===== src/rtl/cbtr_pkg.sv =====
`timescale 1ns / 1ps
// ---------------------------------------------------------------------------
// cbtr_pkg: shared types and constants for the tone-range color balance
// Fixed-point formats, mask offsets, lane structs and the pipeline depth.
// ---------------------------------------------------------------------------
package cbtr_pkg;

  localparam int FRAC_BITS = 12;
  localparam int ONE       = 1 << FRAC_BITS;
  localparam int HALF      = ONE / 2;
  localparam int B4        = (8 * ONE + 3) / 6;         // round(4/3 * ONE)
  localparam int NLANE     = 3;
  localparam int PIX_W     = 8;
  localparam int CW        = 10;                        // correction width
  localparam int REG_W     = NLANE * CW;

  // channel / mask width, values in [0, ONE]
  localparam int PW        = FRAC_BITS + 1;
  // signed width for the raw mask ramps
  localparam int LW        = FRAC_BITS + 4;

  // 8-bit to fixed point: p = floor((c*ONE + 127) / 255) by reciprocal
  localparam int NW        = PIX_W + FRAC_BITS;
  localparam int RK        = NW + 8;
  localparam int RW        = RK - 7;
  localparam int PRW       = NW + RW;
  localparam longint unsigned RECIP = ((64'd1 << RK) + 64'd254) / 64'd255;
  localparam int RND255    = 127;

  localparam logic signed [LW-1:0] MS_OFF = LW'(HALF + B4);
  localparam logic signed [LW-1:0] M1_OFF = LW'(B4 - HALF);
  localparam logic signed [LW-1:0] M2_OFF = LW'(4 * ONE - B4 + HALF);
  localparam logic signed [LW-1:0] MH_OFF = LW'(4 * ONE - B4 - HALF);

  localparam logic [FRAC_BITS-1:0] SCALE = FRAC_BITS'((7 * ONE + 5) / 10);

  localparam int CPW       = CW + PW + 1;               // correction x mask
  localparam int SUMW      = CPW + 2;                   // sum of three
  localparam int SCW       = SUMW + FRAC_BITS + 1;      // times scale
  localparam int TOTW      = SCW + 1;                   // plus base
  localparam int DSH       = 8 + 2 * FRAC_BITS;         // log2 of full scale
  localparam int CLW       = DSH + 1;                   // clamped sum

  localparam int NSTAGE    = 7;

  typedef enum logic [1:0] {
    CFG_SHADOW    = 2'd0,
    CFG_MIDTONE   = 2'd1,
    CFG_HIGHLIGHT = 2'd2
  } cfg_idx_e;

  typedef struct packed {
    logic [PW-1:0] ms;
    logic [PW-1:0] mm;
    logic [PW-1:0] mh;
  } mask_t;

  typedef struct packed {
    logic signed [CW-1:0] cs;
    logic signed [CW-1:0] cm;
    logic signed [CW-1:0] ch;
  } corr_t;

  function automatic logic [PW-1:0] clamp_one(logic signed [LW-1:0] x);
    logic [PW-1:0] r;
    if (x < 0) begin
      r = '0;
    end else if (x > LW'(ONE)) begin
      r = PW'(ONE);
    end else begin
      r = x[PW-1:0];
    end
    return r;
  endfunction

endpackage


===== src/rtl/cbtr_norm.sv =====
`timescale 1ns / 1ps
// ---------------------------------------------------------------------------
// cbtr_norm: 8-bit channel to fixed point
// p = round(c * ONE / 255) via exact reciprocal multiply, registered.
// ---------------------------------------------------------------------------
module cbtr_norm (
  input  logic                    clk_i,
  input  logic                    en_i,
  input  logic [cbtr_pkg::PIX_W-1:0] c_i,
  output logic [cbtr_pkg::PW-1:0] p_o
);

  logic [cbtr_pkg::NW-1:0]  n;
  logic [cbtr_pkg::PRW-1:0] prod;
  logic [cbtr_pkg::PW-1:0]  p_d, p_q;

  assign n    = {c_i, {cbtr_pkg::FRAC_BITS{1'b0}}} + cbtr_pkg::NW'(cbtr_pkg::RND255);
  assign prod = cbtr_pkg::PRW'(n) * cbtr_pkg::PRW'(cbtr_pkg::RECIP);
  assign p_d  = prod[cbtr_pkg::RK +: cbtr_pkg::PW];

  always_ff @(posedge clk_i) begin
    if (en_i) begin
      p_q <= p_d;
    end
  end

  assign p_o = p_q;

endmodule


===== config.mk =====
export PLATFORM = sky130hd
export DESIGN_NAME = cbtr_norm
export DESIGN_NICKNAME = d
export VERILOG_FILES = /design/src/rtl/cbtr_pkg.sv /design/src/rtl/cbtr_norm.sv
export SDC_FILE = /design/constraint.sdc
export NUM_CORES = 1
export LEC_CHECK = 0
export BUFFER_PORTS_ARGS = -buffer_cell sky130_fd_sc_hd__buf_2
export CORE_ASPECT_RATIO = 1.5
export CORE_MARGIN = 2
export CORE_UTILIZATION = 50
export CTS_BUF_LIST = sky130_fd_sc_hd__clkbuf_2 sky130_fd_sc_hd__clkbuf_4 sky130_fd_sc_hd__clkbuf_8
export CTS_CLUSTER_SIZE = 28
export DETAILED_ROUTE_END_ITERATION = 10
export GPL_TIMING_DRIVEN = 1
export PLACE_DENSITY = 0.7
export SYNTH_ARGS = -nofsm -noshare
export SYNTH_HDL_FRONTEND = slang
export SYNTH_SLANG_ARGS = --single-unit

===== constraint.sdc =====
create_clock -name clk_i -period 3.6 [get_ports clk_i]
set_input_delay 0.18 -clock clk_i [delete_from_list [all_inputs] [get_ports clk_i]]
set_output_delay 0.18 -clock clk_i [all_outputs]
set_load 0.05 [all_outputs]

=== Yosys cells after proc, flatten, opt, wreduce, memory -nomap -nowiden ===
Index checks and enable logic that the tools add are counted.

* Register bits after elaboration: 13
* Latch bits: 0
* Memory bits (writable): 0
* ROM bits: 0
* Word-level logic and storage cells: 3
* Memories kept: 0

* Add/sub/neg operators: 1
* $mul: 1
* Div/mod/pow operators: 0
* $lt $le $gt $ge: 0
* Equality and inequality tests: 0
* Shifts and indexed selects: 0
* Mux-type cells: 0
* Bitwise operators: 0
* Reductions and logical operators: 0

{| class="wikitable"
|+ Operator list
! cell !! count
|-
| $mul 20x21->41 const B || 1
|-
| $add 20x7->20 const B || 1
|}

=== Depth between registers and ports, before layout ===
* Depth after elaboration: 2
* Mapped depth: 15
* Depth with buffers taken out: 15

=== Least setup slack after synthesis ===
Ideal clock, no wire load.

* Path type: input-to-reg
* From: in c_i[1] (netlist name)
* To: reg p_q, in the netlist p_o[9], data pin
* Data arrival time: 2604 ps
* Slack: 731 ps
* Stages: 12
* Buffers on the path: 0
* Path through: ha_1 > inv_1 > ha_1 > inv_1 > ha_1 > ha_1 > ha_1 > a211oi_2 > a21oi_1 > a211oi_2 > a211oi_2 > xor2_1

* Cells in the longest elaborated chain, start to end: 2

{| class="wikitable"
|+ Ends and longest elaborated chain
! element !! RTL line !! source
|-
| start, declared || cbtr_norm.sv:9 || <nowiki>input logic [cbtr_pkg::PIX_W-1:0] c_i,</nowiki>
|-
| $add 20x7->20 || cbtr_norm.sv:17 || <nowiki>assign n = {c_i, {cbtr_pkg::FRAC_BITS{1'b0}}} + cbtr_pkg::NW'(cbtr_pkg::RND255);</nowiki>
|-
| $mul 20x21->41 || cbtr_norm.sv:18 || <nowiki>assign prod = cbtr_pkg::PRW'(n) * cbtr_pkg::PRW'(cbtr_pkg::RECIP);</nowiki>
|-
| named net prod (one bit) || cbtr_norm.sv:14 || <nowiki>logic [cbtr_pkg::PRW-1:0] prod;</nowiki>
|-
| end signal, assigned || cbtr_norm.sv:23 || <nowiki>p_q <= p_d;</nowiki>
|-
| end, declared || cbtr_norm.sv:15 || <nowiki>logic [cbtr_pkg::PW-1:0] p_d, p_q;</nowiki>
|}

The timed path passes the listed nets, and every way through them passes these cells.
A chain may end at the register's enable or synchronous reset.

=== Worst setup path in the final report ===
* From: in c_i[5] (netlist name)
* To: reg p_q, in the netlist p_o[9], data pin

Same word-level chain as after synthesis.

==> run summary <==
============================================================================
Syn_nets ......................................................          259
Pin count of the biggest net entering global routing ..........           14
Worst hold path class ......................................... primary input to register
Largest register FFs ..........................................           13
Antenna violation net count after detailed routing ............            0
Effective utilization at floorplan ............................        52.4%
Post-CTS setup buffer count ...................................            0
CP max FO .....................................................            6
Clock net sink count ..........................................           13
Cell area after synthesis ..................................... 0.00181 sq mm
Dominant register cell in the synthesized netlist ............. sky130_fd_sc_hd__edfxtp_1
Leading cell types in the layout, fill and taps excluded ...... sky130_fd_sc_hd__ha_1 (54), sky130_fd_sc_hd__inv_1 (28), sky130_fd_sc_hd__buf_2 (22), sky130_fd_sc_hd__nand2_1 (13), sky130_fd_sc_hd__edfxtp_1 (13)
Fraction of final layout cells sized beyond drive strength 1 ..        15.9%
Endpoints failing setup .......................................            0
Total overflow reported by the global router ..................            0
Number of nets in the finished design .........................          285
Number of buffers added to fix hold violations after cts ......            0
Final Wtd Congestion ..........................................        0.958
Die extent in y ...............................................      77.6 um
# H-tree levels ...............................................            1
Bufs and invs on worst path ...................................            3
Sum Neg Setup Slack ...........................................         0 ns
Slew at the pin closest to its max-slew limit .................     0.491 ns
YS warnings ...................................................            0
Type of element launching the critical path ................... primary input
Cts bufs inserted .............................................            3
Post-DR wirelength/cell .......................................      14.1 um
Residual DRC count ............................................            0
Power Density .................................................  333 mW/mm^2
Final cycle utilization of the critical path ..................        84.2%
Cells along the critical path ................................. buf_2 -> ha_1 -> inv_1 -> ha_1 -> inv_1 -> ha_1 -> ha_1 -> ha_1 -> a211oi_2 -> a21oi_1 -> a211oi_2 -> a211oi_2 -> xor2_1
Die outline width .............................................      53.1 um
Most common library cell in the layout ignoring fill and taps . sky130_fd_sc_hd__ha_1
Total wirelength of the detailed-routed design ................      3.70 mm
Shortest period the worst path allows .........................      3.03 ns
Clock slew at reported path FFs ...............................      0.05 ns
Distinct cell type count of the synthesized netlist ...........           37
PortBufs ......................................................           22
Layout area overhead ..........................................        11.6%
RSZ-0062 raised after global routing ..........................           no
Count of endpoints failing hold in the final timing report ....            0
Syn Inst Count ................................................          195
Initial antenna violation count ...............................            0
Via count .....................................................         1504
Normalized max-slew margin ....................................        67.3%
Synthesized flop and latch total ..............................           13
Hold_ws .......................................................     0.336 ns
Static power due to leakage ...................................  0.000996 uW
Most repeated library cell on the critical path ............... sky130_fd_sc_hd__ha_1
Total placed cells including tap cells ........................          258
TritonCTS clock tree ..........................................         done
Via density ...................................................         5.74
Critical Path Slowest Stage Cell .............................. sky130_fd_sc_hd__a211oi_2
Maximum vdd ir drop ...........................................       231 uV
Global routing usage summed across all routing layers .........        20.2%
Core outline area ............................................. 0.00345 sq mm
Filler instances ..............................................          313
Delay of the slowest critical-path stage ......................      0.46 ns
Average cell area after synthesis .............................   9.26 sq um
Critical path class ........................................... primary input to register
I/O Pins ......................................................           23
Post-synth EDFFs ..............................................           13
Share of synthesized registers carrying an async set or reset .           0%
Total power ...................................................       671 uW
Data required time at the worst endpoint ......................      3.58 ns
Rows ..........................................................           26
Max Cap Violations ............................................            0
DRC violation total after the first TritonRoute iteration .....           18
Sequential share of the synthesized area ......................        21.6%
Delay-heaviest family, CP .....................................  adder cells
Number of slew-limit violations in the final report ...........            0
Half-perimeter wire length after detailed placement ...........      3.24 mm
Resized cells post-CTS ........................................            0
Maximum clock path buffer count ...............................            2
Drt first pass iters ..........................................            4
Result of the run ............................................. finished, final reports clean
Max Fclk ......................................................      330 MHz
Total Die Area ................................................ 0.00412 sq mm
Via count of the first global-routing pass ....................         1505
Wire length of the first global-routing pass ..................      6.37 mm
Count of inserted antenna diode cells .........................            0
Kind of end point of the critical path ........................     register
Arrival time reported for the critical path endpoint ..........      3.01 ns
Final instance count without filler cells .....................          262
Clock root buffer master ...................................... sky130_fd_sc_hd__clkbuf_8
============================================================================
==> synthesized netlist by cell type (2+ instances only) <==
cell | instances | area share, %
sky130_fd_sc_hd__ha_1 | 54 | 37
sky130_fd_sc_hd__inv_1 | 28 | 5.8
sky130_fd_sc_hd__edfxtp_1 | 13 | 22
sky130_fd_sc_hd__nand2_1 | 13 | 2.7
sky130_fd_sc_hd__a21oi_1 | 12 | 3.3
sky130_fd_sc_hd__nand3_1 | 9 | 2.5
sky130_fd_sc_hd__nand4_1 | 6 | 2.1
sky130_fd_sc_hd__nor2_1 | 6 | 1.2
sky130_fd_sc_hd__xnor2_1 | 6 | 2.9
sky130_fd_sc_hd__nor3_1 | 5 | 1.4
sky130_fd_sc_hd__a211oi_2 | 4 | 2.8
sky130_fd_sc_hd__o21ai_0 | 4 | 1.1
sky130_fd_sc_hd__xor2_1 | 4 | 1.9
sky130_fd_sc_hd__o211ai_1 | 3 | 1.2
sky130_fd_sc_hd__o21ai_1 | 3 | 0.83
sky130_fd_sc_hd__a21o_1 | 2 | 0.83
sky130_fd_sc_hd__nand2b_1 | 2 | 0.69
sky130_fd_sc_hd__nand4b_1 | 2 | 0.97
==> power by group <==
| part | leakage (uW) | internal (uW) | switching, uW |
|---|---|---|---|
| logic | 0.000842 | 123 | 227 |
| clock network | 0.0000262 | 85.3 | 47.1 |
| registers | 0.000127 | 186 | 2.86 |
==> metal layers <==
metal	vias to the layer above	part of all wire, %	GRT usage [%]
li1	763	-	-
met1	689	38	20.9
met2	42	56	38.8
met3	10	3.1	0.769
met4	0	2.9	10.3
met5	-	0	0
==> through the flow <==
| stage | worst slack [ns] | instance area, sq um | util, % |
|---|---|---|---|
| 3_5_place_dp | 0.322 | 1970 | 57.0 |
| 4_1_cts | 0.574 | 2020 | 58.5 |
| 5_1_grt | 0.469 | 2020 | 58.5 |
| 3_3_place_gp | 0.407 | 1970 | 57.0 |
| 2_1_floorplan | 0.731 | 1810 | - |
| 6_report | 0.568 | 2020 | 58.5 |
==> cells by family (layout without fill, tap and decap cells) <==
| kind of cell | Yosys count | count (layout) | share of synthesized area, % |
|---|---|---|---|
| fa+ha+maj | 54 | 54 | 37.4 |
| simple gates | 49 | 49 | 14.6 |
| compound gates | 38 | 38 | 15.0 |
| buf+inv | 31 | 56 | 6.51 |
| flops | 13 | 13 | 21.6 |
| xor+xnor | 10 | 10 | 4.85 |
==> worst paths after layout <==
path,startpoint,end,slack (ns),cells past startpoint
min,en_i,p_o[2],0.34,1
max,c_i[5],p_o[9],0.57,13
==> area by class of cell <==
type,instances,area (sq um),area share [%]
clock buffers,4,48.8,2.42
inverters,29,109,5.40
multi-input cells,151,1300,64.4
flip-flops and latches,13,390,19.4
well taps,42,52.6,2.61
repair buffers,23,118,5.83
(Power assumes the default switching activity.)
