<file path="src/rtl/cbtr_pkg.sv">
`timescale 1ns / 1ps
// ---------------------------------------------------------------------------
// cbtr_pkg: shared types and constants for the tone-range color balance
// Fixed-point formats, mask offsets, lane structs and the pipeline depth.
// ---------------------------------------------------------------------------
package cbtr_pkg;

  localparam int FRAC_BITS = 12;
  localparam int ONE       = 1 << FRAC_BITS;
  localparam int HALF      = ONE / 2;
  localparam int B4        = (8 * ONE + 3) / 6;         // round(4/3 * ONE)
  localparam int NLANE     = 3;
  localparam int PIX_W     = 8;
  localparam int CW        = 10;                        // correction width
  localparam int REG_W     = NLANE * CW;

  // channel / mask width, values in [0, ONE]
  localparam int PW        = FRAC_BITS + 1;
  // signed width for the raw mask ramps
  localparam int LW        = FRAC_BITS + 4;

  // 8-bit to fixed point: p = floor((c*ONE + 127) / 255) by reciprocal
  localparam int NW        = PIX_W + FRAC_BITS;
  localparam int RK        = NW + 8;
  localparam int RW        = RK - 7;
  localparam int PRW       = NW + RW;
  localparam longint unsigned RECIP = ((64'd1 << RK) + 64'd254) / 64'd255;
  localparam int RND255    = 127;

  localparam logic signed [LW-1:0] MS_OFF = LW'(HALF + B4);
  localparam logic signed [LW-1:0] M1_OFF = LW'(B4 - HALF);
  localparam logic signed [LW-1:0] M2_OFF = LW'(4 * ONE - B4 + HALF);
  localparam logic signed [LW-1:0] MH_OFF = LW'(4 * ONE - B4 - HALF);

  localparam logic [FRAC_BITS-1:0] SCALE = FRAC_BITS'((7 * ONE + 5) / 10);

  localparam int CPW       = CW + PW + 1;               // correction x mask
  localparam int SUMW      = CPW + 2;                   // sum of three
  localparam int SCW       = SUMW + FRAC_BITS + 1;      // times scale
  localparam int TOTW      = SCW + 1;                   // plus base
  localparam int DSH       = 8 + 2 * FRAC_BITS;         // log2 of full scale
  localparam int CLW       = DSH + 1;                   // clamped sum

  localparam int NSTAGE    = 7;

  typedef enum logic [1:0] {
    CFG_SHADOW    = 2'd0,
    CFG_MIDTONE   = 2'd1,
    CFG_HIGHLIGHT = 2'd2
  } cfg_idx_e;

  typedef struct packed {
    logic [PW-1:0] ms;
    logic [PW-1:0] mm;
    logic [PW-1:0] mh;
  } mask_t;

  typedef struct packed {
    logic signed [CW-1:0] cs;
    logic signed [CW-1:0] cm;
    logic signed [CW-1:0] ch;
  } corr_t;

  function automatic logic [PW-1:0] clamp_one(logic signed [LW-1:0] x);
    logic [PW-1:0] r;
    if (x < 0) begin
      r = '0;
    end else if (x > LW'(ONE)) begin
      r = PW'(ONE);
    end else begin
      r = x[PW-1:0];
    end
    return r;
  endfunction

endpackage

</file>
<file path="src/rtl/cbtr_lane.sv">
`timescale 1ns / 1ps
// ---------------------------------------------------------------------------
// cbtr_lane: per-channel correction datapath
// Weighted corrections, 0.7 scale, add to base, clamp, round to 8 bits.
// ---------------------------------------------------------------------------
module cbtr_lane (
  input  logic                          clk_i,
  input  logic [cbtr_pkg::NSTAGE-1:0]   en_i,
  input  logic [cbtr_pkg::PW-1:0]       p_i,     // stage 0 output
  input  cbtr_pkg::mask_t               mask_i,  // stage 2 output
  input  cbtr_pkg::corr_t               corr_i,
  output logic [cbtr_pkg::PIX_W-1:0]    out_o
);

  localparam int RNDW = cbtr_pkg::DSH + 9;

  logic [cbtr_pkg::PW-1:0]          pd_q [1:4];
  logic signed [cbtr_pkg::CPW-1:0]  ps_q, pm_q, ph_q;
  logic signed [cbtr_pkg::SUMW-1:0] corr_sum;
  logic signed [cbtr_pkg::SCW-1:0]  scaled_q;
  logic signed [cbtr_pkg::TOTW-1:0] base, total, den;
  logic [cbtr_pkg::CLW-1:0]         clamped_d, clamped_q;
  logic [RNDW-1:0]                  rnd;
  logic [cbtr_pkg::PIX_W-1:0]       out_q;

  // base channel value follows the pipeline
  always_ff @(posedge clk_i) begin
    if (en_i[1]) pd_q[1] <= p_i;
    if (en_i[2]) pd_q[2] <= pd_q[1];
    if (en_i[3]) pd_q[3] <= pd_q[2];
    if (en_i[4]) pd_q[4] <= pd_q[3];
  end

  always_ff @(posedge clk_i) begin
    if (en_i[3]) begin
      ps_q <= corr_i.cs * $signed({1'b0, mask_i.ms});
      pm_q <= corr_i.cm * $signed({1'b0, mask_i.mm});
      ph_q <= corr_i.ch * $signed({1'b0, mask_i.mh});
    end
  end

  assign corr_sum = cbtr_pkg::SUMW'(ps_q) + cbtr_pkg::SUMW'(pm_q) + cbtr_pkg::SUMW'(ph_q);

  always_ff @(posedge clk_i) begin
    if (en_i[4]) begin
      scaled_q <= cbtr_pkg::SCW'(corr_sum) * $signed({1'b0, cbtr_pkg::SCALE});
    end
  end

  assign base  = cbtr_pkg::TOTW'($signed({1'b0, pd_q[4], {(cbtr_pkg::FRAC_BITS + 8){1'b0}}}));
  assign total = base + cbtr_pkg::TOTW'(scaled_q);
  assign den   = $signed({{(cbtr_pkg::TOTW - cbtr_pkg::DSH - 1){1'b0}}, 1'b1,
                          {cbtr_pkg::DSH{1'b0}}});

  always_comb begin
    priority if (total < 0) begin
      clamped_d = '0;
    end else if (total > den) begin
      clamped_d = den[cbtr_pkg::CLW-1:0];
    end else begin
      clamped_d = total[cbtr_pkg::CLW-1:0];
    end
  end

  always_ff @(posedge clk_i) begin
    if (en_i[5]) begin
      clamped_q <= clamped_d;
    end
  end

  // sum*255 + D/2, keep the integer part
  assign rnd = {clamped_q, 8'd0} - {8'd0, clamped_q}
             + RNDW'({1'b1, {(cbtr_pkg::DSH - 1){1'b0}}});

  always_ff @(posedge clk_i) begin
    if (en_i[6]) begin
      out_q <= rnd[cbtr_pkg::DSH +: cbtr_pkg::PIX_W];
    end
  end

  assign out_o = out_q;

endmodule

</file>
<file path="config.mk">
export PLATFORM = sky130hd
export DESIGN_NAME = cbtr_lane
export DESIGN_NICKNAME = d
export VERILOG_FILES = /design/src/rtl/cbtr_pkg.sv /design/src/rtl/cbtr_lane.sv
export SDC_FILE = /design/constraint.sdc
export NUM_CORES = 2
export LEC_CHECK = 0
export BUFFER_PORTS_ARGS = -buffer_cell sky130_fd_sc_hd__buf_4
export CORE_MARGIN = 2
export CORE_UTILIZATION = 35
export DETAILED_ROUTE_END_ITERATION = 7
export GPL_TIMING_DRIVEN = 0
export SLEW_MARGIN = 10
export SYNTH_ARGS = -nofsm -noshare
export SYNTH_HDL_FRONTEND = slang
export SYNTH_SLANG_ARGS = --single-unit
</file>
<file path="constraint.sdc">
create_clock -name clk_i -period 10.3 [get_ports clk_i]
set_input_delay 2.06 -clock clk_i [delete_from_list [all_inputs] [get_ports clk_i]]
set_output_delay 2.06 -clock clk_i [all_outputs]
set_load 0.005 [all_outputs]
</file>
# Word-level counts from Yosys, hierarchy flattened
# Memories as Yosys holds them, arrays and structs flattened.
# Index checks and enable logic that the tools add are counted.
[word_totals] mem_count=1 input_bits=90 output_inout_bits=8 ramBits=52 regBits=152
[mem_list] memory="pd_q" words=4 width=13 rd=4 rd_ports_with_merged_regs=0 write_ports=4 line="cbtr_lane.sv:17" text="logic [cbtr_pkg::PW-1:0] pd_q [1:4];"
[classes] reduce_logical=1 magnitude_cmp=2 addsub=5 mul=4 n_mux=9
[op_table] op="multiplier 10 x 14 -> 24 bit" count=3
[op_table] op="adder 34 x 39 -> 40 bit" count=1
[op_table] op="adder 40 x 32 -> 40 bit, second input constant" count=1
[op_table] op="greater-than comparator 40 x 34 -> 1 bit, second input constant" count=1
[op_table] op="< comparator 40 x 1 -> 1 bit, second input constant" count=1
[op_table] op="subtractor 40 x 33 -> 40 bit" count=1
[op_table] op="multiplier 26 x 13 -> 39 bit, second input constant" count=1
[op_table] op="2-to-1 mux 33 bit" count=1
[op_table] op="adder 25 x 24 -> 26 bit" count=1
[op_table] op="adder 24 x 24 -> 25 bit" count=1
[op_table] op="2-to-1 mux 1 bit" count=8
[op_table] op="OR reduction 2 bit" count=1

# Depth between registers and ports, before layout
# An unclocked memory read counts as a cell.
[logic_depth] ltp_word=4 ltp_mapped=34

# Worst setup path after synthesis
# No wires, ideal clock.
[synth_path] path_type="reg2reg" from="register ps_q[1] (netlist bit)" to="register scaled_q[36] (netlist bit) (data pin)" slack_ns=2.387 period_less_slack_ns=7.913 arrival_time_ns=7.648 setup_time_ns=0.265 path_stages_with_launch=33 path_cell_list="edfxtp_1 inv_1 fa_1 inv_1 ha_1 inv_1 fa_1 nor2b_1 o31a_1 o311ai_1 a211oi_1 nor3_1 o21bai_1 a21o_1 a21oi_1 ha_1 fa_1 inv_1 fa_1 fa_1 inv_1 fa_1 inv_1 ha_1 a21o_1 a21o_1 a21oi_1 nor2b_1 o21ai_0 nand2b_1 a31oi_1 o21ai_0 xor2_1"
[synth_via] elab_chain_len=3
[synth_rtl] item="from (decl)" line="cbtr_lane.sv:18" text="logic signed [cbtr_pkg::CPW-1:0] ps_q, pm_q, ph_q;"
[synth_rtl] item="from (signal assigned)" line="cbtr_lane.sv:36" text="ps_q <= corr_i.cs * $signed({1'b0, mask_i.ms});"
[synth_rtl] item="adder 24 x 24 -> 25 bit" line="cbtr_lane.sv:42" text="assign corr_sum = cbtr_pkg::SUMW'(ps_q) + cbtr_pkg::SUMW'(pm_q) + cbtr_pkg::SUMW'(ph_q);"
[synth_rtl] item="adder 25 x 24 -> 26 bit" line="cbtr_lane.sv:42"
[synth_rtl] item="multiplier 26 x 13 -> 39 bit" line="cbtr_lane.sv:46" text="scaled_q <= cbtr_pkg::SCW'(corr_sum) * $signed({1'b0, cbtr_pkg::SCALE});"
[synth_rtl] item="to (signal assigned)" line="cbtr_lane.sv:46"
[synth_rtl] item="to (decl)" line="cbtr_lane.sv:20" text="logic signed [cbtr_pkg::SCW-1:0] scaled_q;"
# No other way between the ends.
# A chain may end at the register's enable or synchronous reset.

# Worst setup path after layout
# Same ends and word-level chain as after synthesis.

==> impl_metrics.env <==
export IMPL_synth_net_count=3723
export IMPL_netlist_area_leader_share_pct=28.11
export IMPL_die_width_um=291.1
export IMPL_synth_edff_count=204
export IMPL_antenna_violating_nets_post_route=0
export IMPL_path_class="flop to flop"
export IMPL_hold_violations=0
export IMPL_synth_area_leaders="sky130_fd_sc_hd__fa_1, sky130_fd_sc_hd__edfxtp_1, sky130_fd_sc_hd__ha_1, sky130_fd_sc_hd__inv_1, sky130_fd_sc_hd__and2_1"
export IMPL_worst_hold_startpoint="pd_q[0][47]"
export IMPL_holdBufCountCts=0
export IMPL_cp_max_fo=8
export IMPL_slowest_delay_ns=0.54
export IMPL_final_nets=3811
export IMPL_number_of_instances_in_the_synthesized_netlist=2806
export IMPL_dpl_instance_area_mm2=0.03066
export IMPL_post_synth_num_cell_types=69
export IMPL_yosysMostFrequentCell="sky130_fd_sc_hd__inv_1"
export IMPL_async_flop_share_pct=0
export IMPL_routedLengthMet1_um=27360
export IMPL_area_sequential_mm2=0.006126
export IMPL_detailroute_via_count=18812
export IMPL_dp_hpwl_um=49900
export IMPL_maxSlewHeadroom_pct=21.11
export IMPL_rsz0062_at_grt="no"
export IMPL_vias_in_the_first_global_route=19679
export IMPL_yosysWarnings=0
export IMPL_placeableCoreArea_mm2=0.08185
export IMPL_fmaxAchievable_mhz=114.7
export IMPL_global_route_usage_total_pct=14.26
export IMPL_detail_route_vias_per_cell=4.727
export IMPL_drive_gt1_share_pct=4.192
export IMPL_critical_path_reg2reg_startpoint="ps_q[1]"
export IMPL_dr_pass1_iters=5
export IMPL_cts_inserted_buffers=23
export IMPL_fill_cells=8091
export IMPL_die_h_um=291.1
export IMPL_postLayoutCellArea_mm2=0.03142
export IMPL_crit_start_category="flop"
export IMPL_syn_area_mm2=0.02884
export IMPL_worst_skew_ns=0.02383
export IMPL_yosys_most_used_dff="sky130_fd_sc_hd__edfxtp_1"
export IMPL_maxUsedRoutingLayer="met4"
export IMPL_totalNegativeSetupSlack_ns=0
export IMPL_timing_critical_path_mode_cell="sky130_fd_sc_hd__inv_1"
export IMPL_synth_seq_cells=204
export IMPL_crit_path_start="ps_q[1]"
export IMPL_initialDrtViolationCount=759
export IMPL_layout_worst_path_cycle_share_pct=84.67
export IMPL_clock_insertion_delay_worst_skew_ns=0.55
export IMPL_fin_crit_ns=8.721
export IMPL_slew_viol_final=0
export IMPL_insertedDiodeCount=0
export IMPL_crit_path_top_delay_cell="sky130_fd_sc_hd__fa_1"
export IMPL_synth_seq_area_share_pct=21.24
export IMPL_worstPathRequired_ns=10.58
export IMPL_gp_congestion=0.8540
export IMPL_core_rowCount=105
export IMPL_detail_route_drc_violations=0
export IMPL_met3RoutedLength_um=2010
export IMPL_status="complete, no violations"
export IMPL_grt_max_degree=86
export IMPL_number_of_top_level_pins=98
export IMPL_antenna_found_initial=0
export IMPL_clock_tree_root_cell="sky130_fd_sc_hd__clkbuf_16"
export IMPL_drv_cap=0
export IMPL_detail_route_wl_per_cell_um=14.84
export IMPL_cts_setup_buffers=0
export IMPL_die_outline_area_mm2=0.08472
export IMPL_netlist_top_cells_count="sky130_fd_sc_hd__inv_1, sky130_fd_sc_hd__ha_1, sky130_fd_sc_hd__fa_1"
export IMPL_worst_slew_pin_transition_ns=1.183
export IMPL_clock_sinks=204
export IMPL_postSynthAreaPerCell_um2=10.28
export IMPL_hold_class="flop to flop"
export IMPL_clock_tree_buffer_depth=3
export IMPL_first_pass_grt_wire_length_um=99450
export IMPL_routed_wl_met2_um=28610
export IMPL_cts_clk_slew_worst_paths_ns=0.06
export IMPL_h_tree_depth=1
export IMPL_tritoncts="done"
export IMPL_critPathArrivalTime_ns=9.00
export IMPL_setup_violations=0
export IMPL_drt_total_wl_um=59060
export IMPL_multi_input_comb_area_mm2=0.02041
export IMPL_global_route_overflow_total=0
export IMPL_io_buffer_count=62
export IMPL_syn2layout_area_growth_pct=8.945
export IMPL_synth_largest_area_cell="sky130_fd_sc_hd__fa_1"
export IMPL_end_kind="flop"
export IMPL_number_of_cells_upsized_or_downsized_after_cts=0
export IMPL_initial_util_pct=35.24
==> kinds of logic (layout without fill, tap and decap cells) <==
logic type	after synthesis	in the layout	synth area share (%)
xor gates and xnor gates	136	136	4.130
AOI/OAI and AO/OA	341	341	7.817
adders and majority gates	827	827	46.42
and+or+nand+nor	684	684	12.34
DFF	204	204	21.24
muxes	1	1	0.03471
buffers and inverters	613	717	8.021
==> state kept, by name, summed over array words and instances (netlist names) <==
register / flops
scaled_q: 39
ps_q: 24
clamped_q: 33
ph_q: 24
pm_q: 24
pd_q: 52
out_o: 8
==> cells in the final DEF (no fill, tap or decap), drive strengths merged, types with 26 or more instances in the layout <==
cell / netlist / final
inv: 535 / 537
ha: 422 / 422
fa: 405 / 405
nand2: 227 / 227
edfxtp: 204 / 204
and2: 168 / 168
a21oi: 103 / 103
xnor2: 101 / 101
clkbuf: 71 / 98
buf: 7 / 70
nor2: 62 / 62
a21o: 52 / 52
o21ai: 50 / 50
nand2b: 45 / 45
nor3: 40 / 40
xor2: 35 / 35
o21a: 26 / 26
nor3b: 26 / 26
==> layer usage <==
layer / global-route usage [%] / up-vias
met5: 0 / -
met3: 1.466 / 53
li1: - / 9324
met2: 24.75 / 271
met4: 2.679 / 0
met1: 19.38 / 9164
==> critical path: cells and delay by family, from the launching register on <==
kind	cells	cell delay [ns]
adder cells (fa/ha/maj)	9	3.87
AO/OA/AOI/OAI	12	2.98
AND/OR/NAND/NOR	4	0.50
buffers and inverters	7	0.48
flip-flops	1	0.45
XOR/XNOR	1	0.17
==> metrics by stage <==
step / hold WS (ns) / cells / util, % / setup slack (ns)
floorplan: 0.4003 / 2806 / - / 2.387
finish: 0.4178 / 3980 / 38.39 / 1.579
detailed placement: 0.4045 / 3939 / 37.46 / 1.566
global route: 0.4315 / 3980 / 38.39 / 0.9281
CTS: 0.4187 / 3980 / 38.39 / 1.519
global placement: 0.4028 / 3938 / 37.44 / 0.9599
==> cell type report <==
type	instances	area share, %
multi-input cells	1989	64.94
repair buffers	63	1.517
flip-flops and latches	204	19.50
well taps	1070	4.261
clock buffers	27	1.879
plain buffers	78	0.9716
clock inverters	14	0.5415
inverters	535	6.391
==> worst paths after layout <==
kind	endpoint	slack, ns	cells past startpoint
max	scaled_q[36]	1.58	33
min	pd_q[0][60]	0.42	0
max reg2reg	scaled_q[36]	1.58	33
min reg2reg	pd_q[0][60]	0.42	0
Power is left out: the tool's default activity adds up to more than one toggle a clock period on the data nets, which glitch-free logic cannot reach.
