===== config.mk =====
export PLATFORM = sky130hd
export DESIGN_NAME = cbtr_mask
export DESIGN_NICKNAME = d
export VERILOG_FILES = /design/src/rtl/cbtr_pkg.sv /design/src/rtl/cbtr_mask.sv
export SDC_FILE = /design/constraint.sdc
export NUM_CORES = 1
export LEC_CHECK = 0
export BUFFER_PORTS_ARGS = -buffer_cell sky130_fd_sc_hd__buf_4
export CORE_AREA = 2 2 160 162
export CTS_BUF_LIST = sky130_fd_sc_hd__clkbuf_4 sky130_fd_sc_hd__clkbuf_8 sky130_fd_sc_hd__clkbuf_16
export CTS_CLUSTER_SIZE = 16
export DETAILED_ROUTE_END_ITERATION = 10
export DIE_AREA = 0 0 162 164
export PLACE_DENSITY = 0.66
export SLEW_MARGIN = 25
export SYNTH_ARGS = -nofsm -noshare
export SYNTH_HDL_FRONTEND = slang
export SYNTH_SLANG_ARGS = --single-unit

===== constraint.sdc =====
create_clock -name clk_i -period 9.15 [get_ports clk_i]
set_input_delay 2.745 -clock clk_i [delete_from_list [all_inputs] [get_ports clk_i]]
set_output_delay 2.745 -clock clk_i [all_outputs]
set_load 0.1 [all_outputs]

===== src/rtl/cbtr_pkg.sv =====
`timescale 1ns / 1ps
// ---------------------------------------------------------------------------
// cbtr_pkg: shared types and constants for the tone-range color balance
// Fixed-point formats, mask offsets, lane structs and the pipeline depth.
// ---------------------------------------------------------------------------
package cbtr_pkg;

  localparam int FRAC_BITS = 12;
  localparam int ONE       = 1 << FRAC_BITS;
  localparam int HALF      = ONE / 2;
  localparam int B4        = (8 * ONE + 3) / 6;         // round(4/3 * ONE)
  localparam int NLANE     = 3;
  localparam int PIX_W     = 8;
  localparam int CW        = 10;                        // correction width
  localparam int REG_W     = NLANE * CW;

  // channel / mask width, values in [0, ONE]
  localparam int PW        = FRAC_BITS + 1;
  // signed width for the raw mask ramps
  localparam int LW        = FRAC_BITS + 4;

  // 8-bit to fixed point: p = floor((c*ONE + 127) / 255) by reciprocal
  localparam int NW        = PIX_W + FRAC_BITS;
  localparam int RK        = NW + 8;
  localparam int RW        = RK - 7;
  localparam int PRW       = NW + RW;
  localparam longint unsigned RECIP = ((64'd1 << RK) + 64'd254) / 64'd255;
  localparam int RND255    = 127;

  localparam logic signed [LW-1:0] MS_OFF = LW'(HALF + B4);
  localparam logic signed [LW-1:0] M1_OFF = LW'(B4 - HALF);
  localparam logic signed [LW-1:0] M2_OFF = LW'(4 * ONE - B4 + HALF);
  localparam logic signed [LW-1:0] MH_OFF = LW'(4 * ONE - B4 - HALF);

  localparam logic [FRAC_BITS-1:0] SCALE = FRAC_BITS'((7 * ONE + 5) / 10);

  localparam int CPW       = CW + PW + 1;               // correction x mask
  localparam int SUMW      = CPW + 2;                   // sum of three
  localparam int SCW       = SUMW + FRAC_BITS + 1;      // times scale
  localparam int TOTW      = SCW + 1;                   // plus base
  localparam int DSH       = 8 + 2 * FRAC_BITS;         // log2 of full scale
  localparam int CLW       = DSH + 1;                   // clamped sum

  localparam int NSTAGE    = 7;

  typedef enum logic [1:0] {
    CFG_SHADOW    = 2'd0,
    CFG_MIDTONE   = 2'd1,
    CFG_HIGHLIGHT = 2'd2
  } cfg_idx_e;

  typedef struct packed {
    logic [PW-1:0] ms;
    logic [PW-1:0] mm;
    logic [PW-1:0] mh;
  } mask_t;

  typedef struct packed {
    logic signed [CW-1:0] cs;
    logic signed [CW-1:0] cm;
    logic signed [CW-1:0] ch;
  } corr_t;

  function automatic logic [PW-1:0] clamp_one(logic signed [LW-1:0] x);
    logic [PW-1:0] r;
    if (x < 0) begin
      r = '0;
    end else if (x > LW'(ONE)) begin
      r = PW'(ONE);
    end else begin
      r = x[PW-1:0];
    end
    return r;
  endfunction

endpackage


===== src/rtl/cbtr_mask.sv =====
`timescale 1ns / 1ps
// ---------------------------------------------------------------------------
// cbtr_mask: lightness and tone-range masks
// Merges the three lanes: l = (max+min)/2, ramp masks, midtone product.
// ---------------------------------------------------------------------------
module cbtr_mask (
  input  logic                                 clk_i,
  input  logic [1:0]                           en_i,   // [0] ramps, [1] midtone
  input  logic [cbtr_pkg::NLANE-1:0][cbtr_pkg::PW-1:0] p_i,
  output cbtr_pkg::mask_t                      mask_o
);

  logic [cbtr_pkg::PW-1:0]        hi, lo, l;
  logic [cbtr_pkg::PW:0]          hl_sum;
  logic signed [cbtr_pkg::LW-1:0] l4;
  logic [cbtr_pkg::PW-1:0]        ms_q, m1_q, m2_q, mh_q;
  logic [2*cbtr_pkg::PW-1:0]      mm_prod;
  cbtr_pkg::mask_t                mask_q;

  always_comb begin
    hi = p_i[0];
    lo = p_i[0];
    for (int k = 1; k < cbtr_pkg::NLANE; k++) begin
      if (p_i[k] > hi) hi = p_i[k];
      if (p_i[k] < lo) lo = p_i[k];
    end
  end

  assign hl_sum = {1'b0, hi} + {1'b0, lo};
  assign l      = hl_sum[cbtr_pkg::PW:1];
  assign l4     = $signed({1'b0, l, 2'b00});

  always_ff @(posedge clk_i) begin
    if (en_i[0]) begin
      ms_q <= cbtr_pkg::clamp_one(cbtr_pkg::MS_OFF - l4);
      m1_q <= cbtr_pkg::clamp_one(l4 - cbtr_pkg::M1_OFF);
      m2_q <= cbtr_pkg::clamp_one(cbtr_pkg::M2_OFF - l4);
      mh_q <= cbtr_pkg::clamp_one(l4 - cbtr_pkg::MH_OFF);
    end
  end

  assign mm_prod = (2*cbtr_pkg::PW)'(m1_q) * (2*cbtr_pkg::PW)'(m2_q)
                 + (2*cbtr_pkg::PW)'(cbtr_pkg::HALF);

  always_ff @(posedge clk_i) begin
    if (en_i[1]) begin
      mask_q.ms <= ms_q;
      mask_q.mm <= mm_prod[cbtr_pkg::FRAC_BITS +: cbtr_pkg::PW];
      mask_q.mh <= mh_q;
    end
  end

  assign mask_o = mask_q;

endmodule


-- After elaboration in Yosys (flattened, before gate mapping)
Cells that the tools add are included.
- bits in registers: 91
- memories: 0
- memory bits (writable): 0
- memory bits (read-only): 0
- input port bits: 42
- word-level logic and storage cells: 42
- bits in latches: 0
- output and inout bits: 39
- bitwise operators: 0
- equal/unequal tests: 0
- multiply operators: 1
- reduce and logical (&&, ||, !) cells: 4
- shift operators: 0
- divide/modulo/power cells: 0
- $lt $le $gt $ge: 12
- mux-type cells: 8
- add/sub/neg operators: 6
- operators with widths (operator ; number):
    $mux W13 ; 8
    $gt A16 B14 Y1 const B ; 4
    $lt A16 B1 Y1 const B ; 4
    $gt A13 B13 Y1 ; 2
    $lt A13 B13 Y1 ; 2
    $add A25 B12 Y25 const B ; 1
    $mul A13 B13 Y25 ; 1
    $sub A13 B15 Y16 const A ; 1
    $sub A14 B15 Y16 const A ; 1
    $sub A15 B12 Y16 const B ; 1
    $sub A15 B14 Y16 const B ; 1
    $add A13 B13 Y14 ; 1
    $reduce_or A2 Y1 ; 4

-- Logic depth before layout (Yosys ltp)
Gate-level depths: netlist of run 1.
- word-level depth: 8
- depth in mapped cells: 35
- mapped depth without buffers: 32

-- Worst setup path after synthesis of run 1
No wires, ideal clock.
- path type: input to register
- from: in p_i[12] (netlist name)
- to: reg m1_q[12] (netlist name) (data pin)
- setup slack: -608 ps
- stages: 32
- arrival: 9504 ps
- cell sequence: inv_1 > ha_1 > nand4_2 > nor3_4 > o31ai_2 > nand2_1 > buf_1 > mux2i_1 > ha_1 > a21oi_1 > a31oi_1 > or3_1 > a2111oi_0 > or3_1 > clkbuf_1 > clkbuf_1 > nand2_1 > o21ai_0 > ha_1 > clkbuf_1 > a21oi_1 > o21bai_1 > a21oi_1 > o21ai_0 > a21oi_1 > xor2_1 > clkbuf_1 > a2111oi_0 > and4b_1 > a211o_1 > ha_1 > o21a_1
- cells in the longest elaborated chain, start to end: 8
- elaborated cells on any way between the ends: 13
- classes of those cells: add/sub: 2; order compare: 6; mux: 5
- RTL lines (item ; line ; source):
    from (decl) ; cbtr_mask.sv:9 ; input logic [cbtr_pkg::NLANE-1:0][cbtr_pkg::PW-1:0] p_i,
    $gt A13 B13 Y1 / $lt A13 B13 Y1 (equally long branches) ; cbtr_mask.sv:24, cbtr_mask.sv:25 ;
    $mux W13 (on tied branches) ; cbtr_mask.sv:24, cbtr_mask.sv:25 ;
    $gt A13 B13 Y1 / $lt A13 B13 Y1 (equally long branches) ; cbtr_mask.sv:24, cbtr_mask.sv:25 ;
    $mux W13 (on tied branches) ; cbtr_mask.sv:24, cbtr_mask.sv:25 ;
    $add A13 B13 Y14 * ; cbtr_mask.sv:29 ; assign hl_sum = {1'b0, hi} + {1'b0, lo};
    $sub A15 B12 Y16 * ; cbtr_mask.sv:36 ; m1_q <= cbtr_pkg::clamp_one(l4 - cbtr_pkg::M1_OFF);
    $gt A16 B14 Y1 ; cbtr_pkg.sv:68 ; end else if (x > LW'(ONE)) begin
    $mux W13 ; cbtr_pkg.sv:68 ;
    to (signal assigned) ; cbtr_mask.sv:36 ;
    to (decl) ; cbtr_mask.sv:16 ; logic [cbtr_pkg::PW-1:0] ms_q, m1_q, m2_q, mh_q;
Mark *: on every way between the ends. The rest lies on a longest branch, timed or not.
A chain may end at the register's enable or synchronous reset.

-- Worst setup path after layout of run 1
- from: in p_i[3] (netlist name)
- to: reg mh_q[4] (netlist name) (data pin)
- cells in the longest elaborated chain, start to end: 8
- elaborated cells on any way between the ends: 13
- classes of those cells: add/sub: 2; order compare: 6; mux: 4; reduce/logical: 1
- RTL lines (item ; line ; source):
    $gt A13 B13 Y1 / $lt A13 B13 Y1 (equally long branches) ; cbtr_mask.sv:24, cbtr_mask.sv:25 ;
    $mux W13 (on tied branches) ; cbtr_mask.sv:24, cbtr_mask.sv:25 ;
    $gt A13 B13 Y1 / $lt A13 B13 Y1 (equally long branches) ; cbtr_mask.sv:24, cbtr_mask.sv:25 ;
    $mux W13 (on tied branches) ; cbtr_mask.sv:24, cbtr_mask.sv:25 ;
    $add A13 B13 Y14 * ; cbtr_mask.sv:29 ;
    $sub A15 B14 Y16 * ; cbtr_mask.sv:38 ; mh_q <= cbtr_pkg::clamp_one(l4 - cbtr_pkg::MH_OFF);
    $lt A16 B1 Y1 / $gt A16 B14 Y1 (equally long branches) ; cbtr_pkg.sv:66, cbtr_pkg.sv:68 ;
    $reduce_or A2 Y1 (no line) ; - ;
    to (signal assigned) ; cbtr_mask.sv:38 ;
    to (decl) ; cbtr_mask.sv:16 ;
Marked as above.

==> results.sh, run 1 <==
export IMPL_worstSetupStartpoint="p_i[3]"
export IMPL_synthSimpleGateAreaFrac=0.156
export IMPL_top_usage_layer="met2"
export IMPL_start_util=0.443
export IMPL_cts_made_buffers=9
export IMPL_timing_hold_violations_final=0
export IMPL_synth_compound_gate_area_share=0.105
export IMPL_synth_warnings=0
export IMPL_stdcell_count=1618
export IMPL_slowest_stage="or3_4"
export IMPL_nets=1584
export IMPL_end_kind="flop"
export IMPL_gr_usage_met3=0.0187
export IMPL_synth_commonest_cells="inv_1, ha_1, nand2_1"
export IMPL_wl_per_cell_um=14.4
export IMPL_drv_slew=0
export IMPL_cts_tree="built"
export IMPL_path_max_fanout=7
export IMPL_crit_type="in2reg"
export IMPL_drt_initial_drc_count=315
export IMPL_h_tree_depth=3
export IMPL_synth_top_family_by_area="adder cells"
export IMPL_period_needed_ns=8.86
export IMPL_yosysTopAreaCellShare=0.232
export IMPL_area_delta_synth_final_pct=18.1
export IMPL_cp_arrival_ns=8.96
export IMPL_clockBufferDepth=2
export IMPL_yosysTopAreaCell="edfxtp_1"
export IMPL_io_pins=81
export IMPL_fmax_mhz=113
export IMPL_critPathCapture="mh_q[4]"
export IMPL_fin_ws_ns=0.293
export IMPL_grt_pass1_wl_mm=39.7
export IMPL_synth_edff_count=85
export IMPL_maxCapViolations=0
export IMPL_r2r_slack_ns=2.49
export IMPL_nFillCells=2282
export IMPL_status="completed"
export IMPL_critPathMaxStageDelay_ns=0.38
export IMPL_yosysUniqueCellTypes=69
export IMPL_synth_seq_cells=85
export IMPL_worst_pin_slew_ns=0.603
export IMPL_postRouteWirelength_mm=23.3
export IMPL_synth_adder_area_share=0.377
export IMPL_worstSetupStartpointType="primary input"
export IMPL_max_slew_margin=0.598
export IMPL_clock_latency_ns=0.35
export IMPL_hold_class="reg2reg"
export IMPL_drt_drc_violations_left=0
export IMPL_finClkSkew_ns=0.00959
export IMPL_dpl_hpwl_mm=19.5
export IMPL_layout_drive_gt1_share=0.178
export IMPL_num_antenna_cells=0
export IMPL_synth_main_ff_cell="edfxtp_1"
export IMPL_grt_ovfl_total=0
export IMPL_r2r_end="mask_o[25]"
export IMPL_grt_total_usage=0.185
export IMPL_reg2regPathDepth=23
export IMPL_cts_sinks=85
export IMPL_crit_required_ns=9.25
export IMPL_r2r_start="m1_q[3]"
export IMPL_avgViaCountPerCell=5.03
export IMPL_yosys_top_cells_area="edfxtp_1, fa_1, ha_1"
export IMPL_cts_hold_buf=0
export IMPL_place_ws_ns=-0.284
export IMPL_dr_pass1_iters=6
export IMPL_die_height_um=164
export IMPL_setup_viol=0
export IMPL_synth_mux_area_frac=0.0182
export IMPL_ys_seq_area_frac=0.232
export IMPL_yosys_area_share_xor_xnor=0.0335
export IMPL_die_area_um2=26600
export IMPL_globalRouteMet1Util=0.227
export IMPL_grt_pass1_vias=8512
export IMPL_root_buffer="clkbuf_16"
export IMPL_synth_most_common_cell="inv_1"
export IMPL_num_vias=8145
export IMPL_core_area_um2=24800
export IMPL_antenna_found_initial=0
export IMPL_antenna_left=0
export IMPL_async_flop_share=0
export IMPL_gp_congestion=0.831
export IMPL_synth_area_per_cell_um2=9.58
export IMPL_io_buffer_count=78
export IMPL_finalCritPeriodShare=0.968
export IMPL_grt_max_degree=49
export IMPL_row_count=58
export IMPL_fp_dieW_um=162
export IMPL_path_clk_slew_ns=0.07
export IMPL_met2_usage=0.349
export IMPL_rsz0062_at_grt="yes"
export IMPL_synth_area_um2=11000
export IMPL_dp_cells=1601
export IMPL_tns_ns=0
export IMPL_syn_inst=1148
[layer usage]
layer	up-vias	part of all wire
met5	-	0
met4	0	0.012
met3	22	0.029
met2	148	0.52
met1	3930	0.44
li1	4045	-
[area by class of cell]
type,count,area [um^2],share of cell area
multi-input cells,839,7770,0.598
flip-flops and latches,85,2550,0.196
repair buffers,165,1270,0.0976
inverters,183,687,0.0529
well taps,330,413,0.0318
clock buffers,9,225,0.0173
clock inverters,7,76.3,0.00587
[state kept, by name, summed over array words and instances (netlist names)]
register	count
mask_o	37
m1_q	12
m2_q	12
mh_q	12
ms_q	12
[layout by cell type (no fill, tap or decap), types with 17 or more instances in the layout]
master,Yosys,final
a21oi_1,60,54
and2_1,79,78
buf_4,2,162
edfxtp_1,85,85
fa_1,121,120
ha_1,138,134
inv_1,183,183
mux2i_1,20,17
nand2_1,131,130
nor2_1,64,62
o21ai_0,27,23
xnor2_1,33,33
[through the flow]
step	hold WS [ns]	cell area [um^2]	utilization
after CTS	0.422	12800	0.517
after detailed placement	0.405	12500	0.504
after floorplan	0.400	11000	-
after global routing	0.429	13000	0.523
after global placement	0.401	12500	0.504
final	0.423	13000	0.523
[worst max-delay path: cells and delay by family]
family                     cells  cell delay (ns)
AOI/OAI and AO/OA             14             2.11
adders and majority gates      4             1.20
buffers and inverters          6             0.78
muxes                          1             0.19
and+or+nand+nor               10             1.94
[how the worst min path moves through the flow]
stage,to,from,depth (start not counted),slack [ns]
floorplan,mask_o[0],mh_q[0],0,0.40
global placement,mask_o[37],ms_q[11],0,0.40
detailed placement,mask_o[36],ms_q[10],0,0.40
CTS,mask_o[10],mh_q[10],0,0.42
global route,mask_o[10],mh_q[10],0,0.43
finish,mask_o[36],ms_q[10],0,0.42
[kinds of logic (layout without fill, tap and decap cells)]
logic type	count (synthesis)	count (layout)
mux	20	20
flops	85	85
simple gates	348	348
buf+inv	225	364
other cells	1	2
fa+ha+maj	259	259
compound gates	168	168
xor+xnor	42	42
[what timing repair did]
item	in CTS	in global routing
gates resized for setup	0	34
setup buffers	0	1
setup endpoints to repair	0	48
Power of run 1 is not shown: default switching activity piles up to over one toggle a cycle in this logic, so the estimate is an artifact.
==> run 2, diff against run 1 <==
- CELL_PAD_IN_SITES_DETAIL_PLACEMENT: not set -> 0
- CELL_PAD_IN_SITES_GLOBAL_PLACEMENT: not set -> 2
- CORE_AREA: 2 2 160 162 -> 2 2 178 180
- DIE_AREA: 0 0 162 164 -> 0 0 180 182
- PLACE_DENSITY: 0.66 -> 0.8
==> results.sh, run 2 (synthesis gave the netlist of run 1 again) <==
export IMPL_status="completed"
export IMPL_antenna_left=0
export IMPL_io_pins=81
export IMPL_finalCritPeriodShare=0.959
export IMPL_critPathCapture="m1_q[12]"
export IMPL_hold_class="reg2reg"
export IMPL_cts_hold_buf=0
export IMPL_wl_per_cell_um=14.6
export IMPL_holdWs_ns=0.421
export IMPL_setup_viol=0
export IMPL_num_antenna_cells=0
export IMPL_cp_top_family="compound AO/OA/AOI/OAI gates"
export IMPL_r2r_slack_ns=2.59
export IMPL_start_util=0.355
export IMPL_num_vias=8273
export IMPL_grt_max_degree=49
export IMPL_grt_total_usage=0.160
export IMPL_cp_arrival_ns=8.87
export IMPL_finClkSkew_ns=0.00979
export IMPL_root_buffer="clkbuf_16"
export IMPL_grt_pass1_wl_mm=42.7
export IMPL_crit_buf_inv=5
export IMPL_clock_latency_ns=0.36
export IMPL_die_height_um=182
export IMPL_final_area_um2=13700
export IMPL_crit_type="in2reg"
export IMPL_maxCapViolations=0
export IMPL_dp_cells=1731
export IMPL_nets=1646
export IMPL_layout_common_cells="buf_4, inv_1, ha_1"
export IMPL_fp_dieW_um=180
export IMPL_area_delta_synth_final_pct=24.4
export IMPL_postRouteWirelength_mm=25.5
export IMPL_slowest_stage="or3_4"
export IMPL_worstSetupStartpoint="p_i[11]"
export IMPL_crit_cells=33
export IMPL_stdcell_count=1752
export IMPL_nFillCells=3017
export IMPL_dpl_cell_area_um2=13000
export IMPL_dr_pass1_iters=4
export IMPL_crit_required_ns=9.25
export IMPL_fmax_mhz=114
export IMPL_grt_pass1_vias=8620
export IMPL_layout_commonest_cell="buf_4"
export IMPL_gp_congestion=0.858
export IMPL_reg2regPathDepth=23
export IMPL_r2r_start="m1_q[3]"
export IMPL_drt_initial_drc_count=238
export IMPL_cts_sinks=85
export IMPL_r2r_end="mask_o[25]"
export IMPL_cts_tree="built"
export IMPL_io_buffer_count=78
export IMPL_avgViaCountPerCell=4.72
export IMPL_critPathMaxStageDelay_ns=0.40
export IMPL_period_needed_ns=8.77
export IMPL_drv_slew=0
export IMPL_worst_pin_slew_ns=0.589
export IMPL_layout_drive_gt1_share=0.229
export IMPL_path_clk_slew_ns=0.07
export IMPL_antenna_found_initial=0
export IMPL_largest_reg_flops=37
export IMPL_die_area_um2=32800
export IMPL_path_max_fanout=8
export IMPL_row_count=65
export IMPL_max_slew_margin=0.608
export IMPL_core_area_um2=31000
export IMPL_grt_ovfl_total=0
export IMPL_worstSetupStartpointType="primary input"
export IMPL_drt_drc_violations_left=0
export IMPL_end_kind="flop"
export IMPL_clockBufferDepth=2
export IMPL_cts_made_buffers=9
export IMPL_h_tree_depth=3
export IMPL_dpl_hpwl_mm=21.6
export IMPL_timing_hold_violations_final=0
run 2: cell type report:
type | instances | area (um^2) | share of cell area
inverter | 183 | 687 | 0.0502
sequential | 85 | 2550 | 0.187
tap | 402 | 503 | 0.0368
timing repair buffer | 227 | 1730 | 0.127
clock buffer | 9 | 225 | 0.0165
multi-input combinational | 839 | 7900 | 0.577
clock inverter | 7 | 86.3 | 0.00631
run 2: repair_timing:
action,in CTS,in global routing
endpoints found under the setup margin,39,48
setup buffers,0,6
gates resized for setup,3,56
pin swaps,0,18
run 2: worst min path at each step:
stage | startpoint | endpoint | slack [ns] | cells past startpoint
2_1_floorplan | mh_q[0] | mask_o[0] | 0.40 | 0
3_3_place_gp | ms_q[2] | mask_o[28] | 0.40 | 0
3_5_place_dp | mh_q[6] | mask_o[6] | 0.41 | 0
4_1_cts | mh_q[5] | mask_o[5] | 0.42 | 0
5_1_grt | ms_q[9] | mask_o[35] | 0.43 | 0
6_report | mh_q[5] | mask_o[5] | 0.42 | 0
run 2: metrics by stage:
| step | setup WS, ns | utilization | setup TNS (ns) |
|---|---|---|---|
| after global routing | -0.0466 | 0.442 | -0.176 |
| after detailed placement | -0.462 | 0.421 | -19.10 |
| after CTS | 0.0191 | 0.431 | 0 |
| final | 0.377 | 0.442 | 0 |
| after floorplan | 0.00182 | - | 0 |
| after global placement | -0.377 | 0.421 | -14.39 |
run 2: routing by layer:
layer  part of all wire  vias to the layer above  GRT usage  wire [um]
met5                  0                        -          0          0
met4              0.011                        0     0.0322        283
met3              0.025                       16     0.0209        644
met2               0.52                       98      0.294      13200
met1               0.45                     3993      0.202      11400
li1                   -                     4166          -          -
Power of run 2 is left out for the same reason.
==> run 3, diff against run 2 <==
--- a/config.mk
+++ b/config.mk
@@ -7,6 +7,8 @@
 export LEC_CHECK = 0
+export ABC_AREA = 1
 export BUFFER_PORTS_ARGS = -buffer_cell sky130_fd_sc_hd__buf_4
+export CAP_MARGIN = 30
 export CELL_PAD_IN_SITES_DETAIL_PLACEMENT = 0
 export CELL_PAD_IN_SITES_GLOBAL_PLACEMENT = 2
-export CORE_AREA = 2 2 178 180
+export CORE_AREA = 2 2 186 188
 export CTS_BUF_LIST = sky130_fd_sc_hd__clkbuf_4 sky130_fd_sc_hd__clkbuf_8 sky130_fd_sc_hd__clkbuf_16
@@ -14,4 +16,4 @@
 export DETAILED_ROUTE_END_ITERATION = 10
-export DIE_AREA = 0 0 180 182
-export PLACE_DENSITY = 0.8
+export DIE_AREA = 0 0 188 190
+export PLACE_DENSITY = 0.79
 export SLEW_MARGIN = 25
--- a/constraint.sdc
+++ b/constraint.sdc
@@ -3,2 +3,2 @@
 set_output_delay 2.745 -clock clk_i [all_outputs]
-set_load 0.1 [all_outputs]
+set_load 0.02 [all_outputs]
==> results.sh, run 3 <==
export IMPL_status="completed"
export IMPL_reg2regPathDepth=29
export IMPL_root_buffer="clkbuf_16"
export IMPL_yosysTopAreaCellShare=0.226
export IMPL_grt_pass1_wl_mm=45.0
export IMPL_crit_required_ns=9.26
export IMPL_antenna_left=0
export IMPL_synth_main_ff_cell="edfxtp_1"
export IMPL_cts_tree="built"
export IMPL_min_from="ms_q[9]"
export IMPL_grt_ovfl_total=0
export IMPL_synth_commonest_cells="nand2_1, inv_1, ha_1"
export IMPL_dr_pass1_iters=5
export IMPL_fmax_mhz=118
export IMPL_worstSetupStartpointType="primary input"
export IMPL_yosysTopAreaCell="edfxtp_1"
export IMPL_postRouteWirelength_mm=26.4
export IMPL_synth_most_common_cell="nand2_1"
export IMPL_synth_seq_cells=85
export IMPL_setup_viol=0
export IMPL_yosys_top_cells_area="edfxtp_1, fa_1, ha_1"
export IMPL_hold_class="reg2reg"
export IMPL_timing_hold_worst_endpoint="mask_o[35]"
export IMPL_row_count=68
export IMPL_max_slew_margin=0.573
export IMPL_h_tree_depth=3
export IMPL_fp_dieW_um=188
export IMPL_timing_hold_violations_final=0
export IMPL_ys_seq_area_frac=0.226
export IMPL_finalCritPeriodShare=0.929
export IMPL_maxCapViolations=0
export IMPL_die_area_um2=35700
export IMPL_cts_hold_buf=0
export IMPL_path_max_fanout=14
export IMPL_slowest_stage="ha_2"
export IMPL_dp_cells=1893
export IMPL_synth_area_um2=11300
export IMPL_final_area_um2=12800
export IMPL_avgViaCountPerCell=4.48
export IMPL_path_clk_slew_ns=0.08
export IMPL_drt_initial_drc_count=419
export IMPL_clockBufferDepth=2
export IMPL_r2r_start="m1_q[6]"
export IMPL_crit_type="in2reg"
export IMPL_nets=1757
export IMPL_synth_warnings=0
export IMPL_start_util=0.333
export IMPL_async_flop_share=0
export IMPL_finClkSkew_ns=0.00837
export IMPL_drt_drc_violations_left=0
export IMPL_antenna_found_initial=0
export IMPL_final_util=0.377
export IMPL_io_pins=81
export IMPL_largest_reg_flops=37
export IMPL_area_delta_synth_final_pct=13.3
export IMPL_cts_sinks=85
export IMPL_core_area_um2=33900
export IMPL_layout_drive_gt1_share=0.120
export IMPL_yosysUniqueCellTypes=45
export IMPL_die_height_um=190
export IMPL_end_kind="flop"
export IMPL_r2r_slack_ns=2.80
export IMPL_layout_commonest_cell="nand2_1"
export IMPL_dpl_cell_area_um2=12400
export IMPL_synth_area_per_cell_um2=8.16
export IMPL_crit_top_cell="nand2_1"
export IMPL_cp_arrival_ns=8.61
export IMPL_period_needed_ns=8.50
export IMPL_io_buffer_count=78
export IMPL_cts_made_buffers=9
export IMPL_gp_congestion=0.830
export IMPL_layout_common_cells="nand2_1, inv_1, ha_1"
export IMPL_syn_inst=1384
export IMPL_wl_per_cell_um=13.8
export IMPL_dpl_hpwl_mm=21.8
export IMPL_hold_path_depth=0
export IMPL_fin_ws_ns=0.652
export IMPL_place_ws_ns=0.0500
export IMPL_r2r_end="mask_o[24]"
export IMPL_synth_edff_count=85
export IMPL_stdcell_count=1916
export IMPL_clock_latency_ns=0.35
export IMPL_nFillCells=3526
export IMPL_num_antenna_cells=0
export IMPL_num_vias=8587
export IMPL_grt_total_usage=0.156
export IMPL_grt_max_degree=49
export IMPL_drv_slew=0
export IMPL_critPathMaxStageDelay_ns=0.41
export IMPL_grt_pass1_vias=8980
export IMPL_worst_pin_slew_ns=0.641
run 3: metal layers:
layer,global-route usage,share of wire
met1,0.211,0.48
met2,0.278,0.49
met3,0.0159,0.021
met4,0.0191,0.0050
met5,0,0
run 3: worst max-delay path, delay by kind of cell:
family / cells / cell delay, ns
AO/OA/AOI/OAI: 10 / 1.33
XOR/XNOR: 1 / 0.22
adder cells (fa/ha/maj): 4 / 1.23
buffers and inverters: 8 / 1.03
AND/OR/NAND/NOR: 18 / 2.06
run 3: logic make-up after synthesis:
logic type / Yosys count / share of synthesized area
other cells: 1 / 0.000332
xor+xnor: 27 / 0.0223
fa+ha+maj: 259 / 0.367
simple gates: 518 / 0.195
compound gates: 139 / 0.0697
flops: 85 / 0.226
buf+inv: 355 / 0.119
run 3: how the worst max path moves through the flow:
stage | start | slack [ns] | end | cells after the start
after global placement | p_i[8] | 0.11 | mh_q[4] | 40
final | p_i[4] | 0.65 | m2_q[11] | 41
after detailed placement | p_i[7] | 0.05 | mh_q[4] | 39
after floorplan | p_i[11] | 0.93 | mh_q[7] | 43
after CTS | p_i[8] | 0.38 | mh_q[4] | 39
after global routing | p_i[4] | -0.05 | m1_q[11] | 41
run 3: metrics by stage:
step                hold WS [ns]  setup TNS (ns)
floorplan                  0.400               0
global placement           0.407               0
detailed placement         0.405               0
CTS                        0.424               0
global route               0.430          -0.137
finish                     0.422               0
run 3: repair_timing:
item / in CTS / in global routing
gates resized for setup: 0 / 20
hold endpoints to repair: 0 / 0
setup endpoints to repair: 0 / 42
buffers inserted: 0 / 6
run 3: cell type report:
class                   count  area (um^2)  share of cell area
well taps                 455          569              0.0445
clock buffers               9          225              0.0176
clock inverters             7         75.1             0.00587
repair buffers             95          717              0.0560
multi-input cells         945         7450               0.582
inverters                 319         1200              0.0941
flip-flops and latches     85         2550               0.199
repair inverters            1         7.51            0.000587
Power of run 3 is left out for the same reason.
